==> config.mk <==
export PLATFORM = sky130hd
export DESIGN_NAME = tfn_queue
export DESIGN_NICKNAME = d
export VERILOG_FILES = /design/src/tfn_pkg.sv /design/src/tfn_queue.sv
export SDC_FILE = /design/constraint.sdc
export NUM_CORES = 1
export LEC_CHECK = 0
export ABC_AREA = 1
export ABC_CLOCK_PERIOD_IN_PS = 2000
export BUFFER_PORTS_ARGS = -buffer_cell sky130_fd_sc_hd__buf_2
export CAP_MARGIN = 30
export CORE_MARGIN = 10
export CORE_UTILIZATION = 56
export DETAILED_ROUTE_END_ITERATION = 8
export PLACE_DENSITY = 0.78
export SYNTH_ARGS = -nofsm -noshare
export SYNTH_HDL_FRONTEND = slang
export SYNTH_SLANG_ARGS = --single-unit
==> constraint.sdc <==
create_clock -name i_clk -period 2 [get_ports i_clk]
set_clock_uncertainty 0.05 [all_clocks]
set_input_delay 0.4 -clock i_clk [delete_from_list [all_inputs] [get_ports i_clk]]
set_output_delay 0.4 -clock i_clk [all_outputs]
set_load 0.005 [all_outputs]
==> src/tfn_pkg.sv <==
// Shared constants for the triangle face normal block.
// No dependencies; every other file of the block imports this package.
package tfn_pkg;
    localparam int COORD_WIDTH_DEF      = 16;
    localparam int NORMAL_FRAC_BITS_DEF = 14;
    localparam int FIELD_W              = 16;
    localparam int IN_FIELDS            = 9;
    localparam int IN_DATA_W            = FIELD_W * IN_FIELDS;
    localparam int OUT_DATA_W           = FIELD_W * 3;
    localparam int QUEUE_DEPTH          = 4;
endpackage

==> src/tfn_queue.sv <==
// Short first-in first-out queue between the front and back ends.
// Depends on tfn_pkg.
module tfn_queue
    import tfn_pkg::*;
#(
    parameter int W     = 8,
    parameter int DEPTH = QUEUE_DEPTH
) (
    input  logic         i_clk,
    input  logic         i_rst_n,
    input  logic         i_valid,
    output logic         o_ready,
    input  logic [W-1:0] i_data,
    output logic         o_valid,
    input  logic         i_ready,
    output logic [W-1:0] o_data
);
    localparam int AW = $clog2(DEPTH);
    localparam int CW = $clog2(DEPTH + 1);

    logic [W-1:0]  r_mem [DEPTH];
    logic [AW-1:0] r_wr, r_rd;
    logic [CW-1:0] r_cnt;
    logic          w_push, w_pop;

    assign o_ready = (r_cnt != CW'(DEPTH));
    assign o_valid = (r_cnt != '0);
    assign o_data  = r_mem[r_rd];
    assign w_push  = i_valid && o_ready;
    assign w_pop   = o_valid && i_ready;

    always_ff @(posedge i_clk) begin
        if (!i_rst_n) begin
            r_wr  <= '0;
            r_rd  <= '0;
            r_cnt <= '0;
        end else begin
            if (w_push) begin
                r_wr <= (r_wr == AW'(DEPTH - 1)) ? '0 : r_wr + 1'b1;
            end
            if (w_pop) begin
                r_rd <= (r_rd == AW'(DEPTH - 1)) ? '0 : r_rd + 1'b1;
            end
            r_cnt <= r_cnt + CW'(w_push) - CW'(w_pop);
        end
        if (w_push) begin
            r_mem[r_wr] <= i_data;
        end
    end
endmodule

# Word-level counts from Yosys, hierarchy flattened
# Memory sizes are Yosys's and may differ from the RTL's. A register that Yosys moved wholly into a read port is not among the register bits.
# Cells that the tools add are included.
[totals] regBits=7 inputBits=12 rom_bits=0 memories=1 ram_bits=32 latchBits=0 wordCells=20 out_inout_bits=10
[op_classes] muxes=6 magnitude_cmp=0 shift=0 n_eq_ne=3 reduce_logical=3 div=0 add_sub_neg=4 n_bitwise=0 multipliers=0
[memory_table] name="r_mem" words=4 width=8 rd=1 rd_clocked_by_memory_dff=1 wr=1 line_no="tfn_queue.sv:21" text="logic [W-1:0] r_mem [DEPTH];"
[op_table] operator="2-to-1 mux 2 bit" count=4
[op_table] operator="adder 2 x 1 -> 2 bit (second input constant)" count=2
[op_table] operator="== test 2 bit (second input constant)" count=2
[op_table] operator="adder 3 x 1 -> 3 bit" count=1
[op_table] operator="!= test 3 bit (second input constant)" count=1
[op_table] operator="nonzero test 3 bit" count=1
[op_table] operator="subtractor 3 x 1 -> 3 bit" count=1
[op_table] operator="logical AND 1 bit" count=2
[op_table] operator="2-to-1 mux 1 bit" count=2

# Logic depth before layout (Yosys ltp)
[depth] word_depth=4 ltp_mapped=12 mapped_depth_nobuf=12

# Least setup slack after synthesis
# Ideal clock, no wire load.
[synth_path] kind="register to register" from="reg r_cnt[1]" to="reg r_cnt[2]" n_path_buf=0 setup_time_ns=0.113 path_slack_ns=0.146 stages_incl_launch_ff=13 arrival_ns=1.691 period_less_slack_ns=1.854 path_cell_list="dfxtp_1 -> nor2_4 -> nand2_2 -> nand2_4 -> ha_1 -> inv_1 -> ha_1 -> inv_1 -> fa_1 -> inv_1 -> nand2_1 -> nand2_1 -> nor2_1"
[synth_between] elab_chain_len=4
[synth_rtl] element="start: declaration" line_no="tfn_queue.sv:23" text="logic [CW-1:0] r_cnt;"
[synth_rtl] element="start signal: assignment" line_no="tfn_queue.sv:44" text="r_cnt <= r_cnt + CW'(w_push) - CW'(w_pop);"
[synth_rtl] element="!= test 3 bit" line_no="tfn_queue.sv:26" text="assign o_ready = (r_cnt != CW'(DEPTH));"
[synth_rtl] element="named net o_ready" line_no="tfn_queue.sv:12" text="output logic o_ready,"
[synth_rtl] element="logical AND 1 bit" line_no="tfn_queue.sv:29" text="assign w_push = i_valid && o_ready;"
[synth_rtl] element="adder 3 x 1 -> 3 bit" line_no="tfn_queue.sv:44"
[synth_rtl] element="subtractor 3 x 1 -> 3 bit" line_no="tfn_queue.sv:44"
# The timed path passes the listed nets, and every way through them passes these cells.
# A chain may end at the register's enable or synchronous reset.

# Worst setup path after layout
[layout_path] from="reg r_cnt[1]" to="reg r_cnt[1]"
[layout_between] elab_chain_len=4
[layout_rtl] element="!= test 3 bit" line_no="tfn_queue.sv:26"
[layout_rtl] element="logical AND 1 bit" line_no="tfn_queue.sv:29"
[layout_rtl] element="adder 3 x 1 -> 3 bit" line_no="tfn_queue.sv:44"
[layout_rtl] element="subtractor 3 x 1 -> 3 bit (*)" line_no="tfn_queue.sv:44"
# Every way passes the cells marked *; elsewhere a longest branch is shown, timed or not.

==> Flow_metrics.wiki <==
{| class="wikitable"
! Metric !! Value
|-
| Run status || complete, no violations
|-
| Post-synth EDFFs || 32
|-
| Antenna violations before repair || 0
|-
| Final critical-path required period || ~1.9 ns
|-
| Pwr Total || 0.00232 W
|-
| Overall Global Routing Usage || 0.120
|-
| Crit. End Element || flop
|-
| Root Buffer Master || sky130_fd_sc_hd__clkbuf_4
|-
| Crit path required time || 2.19 ns
|-
| Max-slew violation count || 0
|-
| Highest clock frequency the design can meet || between 0.5 and 0.6 GHz
|-
| Area share of the largest cell type after synthesis || 0.566
|-
| WHS Path Cells || 1
|-
| Kind of start point of the critical path || flop
|-
| DP Worst Slack || -0.0233 ns
|-
| Highest net fanout along the worst path || 4
|-
| Share of total power in combinational logic || 0.331
|-
| Main synth FF type || sky130_fd_sc_hd__edfxtp_1
|-
| Launching element of the worst setup path || r_cnt[1]$_SDFF_PN0_
|-
| Synth cell count leaders || sky130_fd_sc_hd__edfxtp_1, sky130_fd_sc_hd__nor2_1, sky130_fd_sc_hd__inv_1
|-
| Wire length of the first global-routing pass || around 5000 µm
|-
| Die Ht || between 70 and 80 µm
|-
| Dominant cells by area after synthesis || sky130_fd_sc_hd__edfxtp_1, sky130_fd_sc_hd__dfxtp_1, sky130_fd_sc_hd__nor2_1, sky130_fd_sc_hd__ha_1, sky130_fd_sc_hd__o21ai_0
|-
| Fin crit share || 0.932
|-
| Path class of the lowest-slack min-delay path || in -> reg
|-
| Full die area || 5630 µm²
|-
| Synthesized netlist cell count || 139
|-
| Share of total power in the clock network || 0.162
|-
| Setup Crit Path Kind || reg -> reg
|-
| Arrival time of data at the critical path endpoint || 2.06 ns
|-
| Cell accounting for the most synthesized area || sky130_fd_sc_hd__edfxtp_1
|-
| Per-instance average area after synthesis || 12.2 µm²
|-
| TritonCTS clock tree || yes
|-
| Top-count cell post-synth || sky130_fd_sc_hd__edfxtp_1
|-
| Synthesized Nets || 159
|-
| Largest net degree at the start of global routing || 17
|-
| Fill count || 205
|-
| Average vias per placed instance || about 5.3
|-
| Detailed-route DRC error count || 0
|-
| Antenna Violating Nets Remaining || 0
|-
| Detail-routed net length per standard cell || ~15 µm
|-
| Count of input and output buffers || 21
|-
| Reg-to-reg startpoint || r_cnt[1]$_SDFF_PN0_
|-
| Final Worst Setup Slack || 0.136 ns
|-
| Clock slew at reported path FFs || 0.11 ns
|-
| Switching component of the power || 0.000780 W
|-
| Depth of the worst register-to-register path || 9
|-
| Post-DP HPWL || ~2300 µm
|-
| Post-Synthesis Cell Area || 1700 µm²
|-
| Areal power density over the cells || ~1200 nW/µm²
|-
| Layout net count || 191
|-
| Core region area || 2830 µm²
|-
| Final Hold Viols || 0
|-
| Signed area change from the synthesized netlist to the final layout || 13.6%
|-
| Pre-antenna DRT Iters || 4
|-
| Number of max-cap violations || 0
|-
| Measured slew at the worst slew-check pin || 0.297 ns
|-
| Final RePlAce weighted congestion || 0.737
|-
| Final setup violation count || 0
|-
| Sum of overflow across all layers after global routing || 0
|-
| Hold Worst Slack || ~0.21 ns
|-
| Post-synthesis sequential element count || 41
|-
| Share of cells above drive strength 1 || 0.285
|-
| Clk Latency, worst-skew pair || 0.34 ns
|-
| Boundary Pins || 22
|-
| Share of the yosys chip area belonging to registers || 0.673
|-
| Buffer depth of the longest clock path || 2
|-
| Number of core rows || 19
|-
| Peak supply drop || 0.000803 V
|-
| Sequential power share || 0.507
|-
| Post-Route WL || slightly above 3000 µm
|-
| Async set-or-reset flop fraction in the synthesized netlist || 0
|-
| Rel. slew slack || 0.802
|-
| Via count of the first global-routing pass || 1108
|-
| Lkg Pwr || 0.773 nW
|-
| Horizontal die dimension || 75.0 µm
|-
| Total of warnings raised by yosys || 0
|-
| Number of buffers created by CTS || 5
|-
| CTS Sinks || 41
|-
| Post-synthesis cell type count || 23
|-
| DRT iter0 DRCs || 66
|-
| Level count of the clock H-tree || 2
|-
| Hold Crit Start || i_data[0]
|-
| Internal portion of total power || roughly 0.0015 W
|-
| Switching power share of the total || 0.336
|-
| Initial core utilization || 0.600
|-
| Vias || 1080
|-
| Ant diodes || 0
|}
==> cells by family (layout without fill, tap and decap cells) <==
kind of cell / Yosys count / after routing / synth area share
compound gates: 26 / 26 / 0.0907
xor+xnor: 1 / 1 / 0.00516
fa+ha+maj: 8 / 8 / 0.0634
buf+inv: 16 / 49 / 0.0442
flops: 41 / 41 / 0.673
simple gates: 47 / 47 / 0.124
==> sequential cells by signal (all words and copies together) (netlist names), named ones only <==
signal	count
r_cnt	3
r_wr	2
r_rd	2
r_mem	32
==> cell type report <==
cell class | instances | area, µm² | area share
well taps | 31 | 38.8 | 0.0201
inverters | 14 | 52.6 | 0.0273
clock inverters | 1 | 3.75 | 0.00195
repair buffers | 27 | 150 | 0.0779
clock buffers | 7 | 45.0 | 0.0234
flip-flops and latches | 41 | 1150 | 0.596
multi-input cells | 82 | 488 | 0.253
==> worst max-delay path, cell delays in order, from the launching register on <==
cell and delay, ns:
sky130_fd_sc_hd__dfxtp_4 0.38, sky130_fd_sc_hd__nor2_4 0.13, sky130_fd_sc_hd__nand2_4 0.09, sky130_fd_sc_hd__nand2_4 0.08, sky130_fd_sc_hd__ha_1 0.23, sky130_fd_sc_hd__inv_1 0.07, sky130_fd_sc_hd__ha_1 0.13, sky130_fd_sc_hd__inv_1 0.05
sky130_fd_sc_hd__fa_2 0.52, sky130_fd_sc_hd__nor2_1 0.05
==> per-stage QoR <==
stage / TNS, ns / utilization / cells / instance area [µm²]
after floorplan: 0 / - / 139 / 1700
after global placement: 0 / 0.656 / 194 / 1860
after detailed placement: -0.0233 / 0.656 / 194 / 1860
after CTS: 0 / 0.674 / 202 / 1910
after global routing: -0.00308 / 0.682 / 203 / 1930
final: 0 / 0.682 / 203 / 1930
==> power groups by stage <==
stage | combinational [W] | sequential, W | clock (W)
after CTS | 0.000763 | 0.00117 | 0.000392
after global placement | 0.000709 | 0.00117 | 0
after detailed placement | 0.000761 | 0.00118 | 0
final | 0.000768 | 0.00118 | 0.000374
after global routing | 0.000880 | 0.00119 | 0.000413
after floorplan | 0.000500 | 0.00115 | 0
==> routing by layer <==
metal,part of all wire,track usage,vias to the layer above
met4,0.019,0.0630,0
li1,-,-,544
met1,0.44,0.125,511
met5,0,0,-
met3,0.039,0.0302,6
met2,0.50,0.216,19
==> final timing paths <==
path,endpoint,slack (ns)
setup / recovery,r_cnt[1]$_SDFF_PN0_,0.14
hold / removal,r_mem[3][0]$_DFFE_PP_,0.21
setup reg to reg,r_cnt[1]$_SDFF_PN0_,0.14
hold reg to reg,flop,0.47
==> layout by cell type (no fill, tap or decap) <==
cell                       instances
sky130_fd_sc_hd__a21boi_2          1
sky130_fd_sc_hd__o22ai_1           8
sky130_fd_sc_hd__clkinv_1          1
sky130_fd_sc_hd__o21ai_2           2
sky130_fd_sc_hd__nand3_1           1
sky130_fd_sc_hd__nand3b_1          2
sky130_fd_sc_hd__inv_2             2
sky130_fd_sc_hd__o21ai_1           2
sky130_fd_sc_hd__inv_1            12
sky130_fd_sc_hd__dfxtp_4           1
sky130_fd_sc_hd__nand2_1           9
sky130_fd_sc_hd__nand2_4           2
sky130_fd_sc_hd__dfxtp_2           4
sky130_fd_sc_hd__edfxtp_1         32
sky130_fd_sc_hd__ha_1              7
sky130_fd_sc_hd__fa_2              1
sky130_fd_sc_hd__clkbuf_1          2
sky130_fd_sc_hd__nor2_1           29
sky130_fd_sc_hd__dfxtp_1           4
sky130_fd_sc_hd__o21ai_0          12
sky130_fd_sc_hd__buf_2            21
sky130_fd_sc_hd__xnor2_1           1
sky130_fd_sc_hd__a21oi_1           1
sky130_fd_sc_hd__buf_4             6
sky130_fd_sc_hd__clkbuf_4          5
sky130_fd_sc_hd__nor2_2            2
sky130_fd_sc_hd__nor2_4            1
sky130_fd_sc_hd__or2_2             1
==> timing repair <==
action | in CTS | in global routing
buffers inserted | 0 | 1
gates resized for setup | 2 | 7
setup endpoints to repair | 3 | 3
hold buffers | 0 | 0
pin swaps | 0 | 2
cloned | 0 | 0
Power figures use the tool's default switching activity.
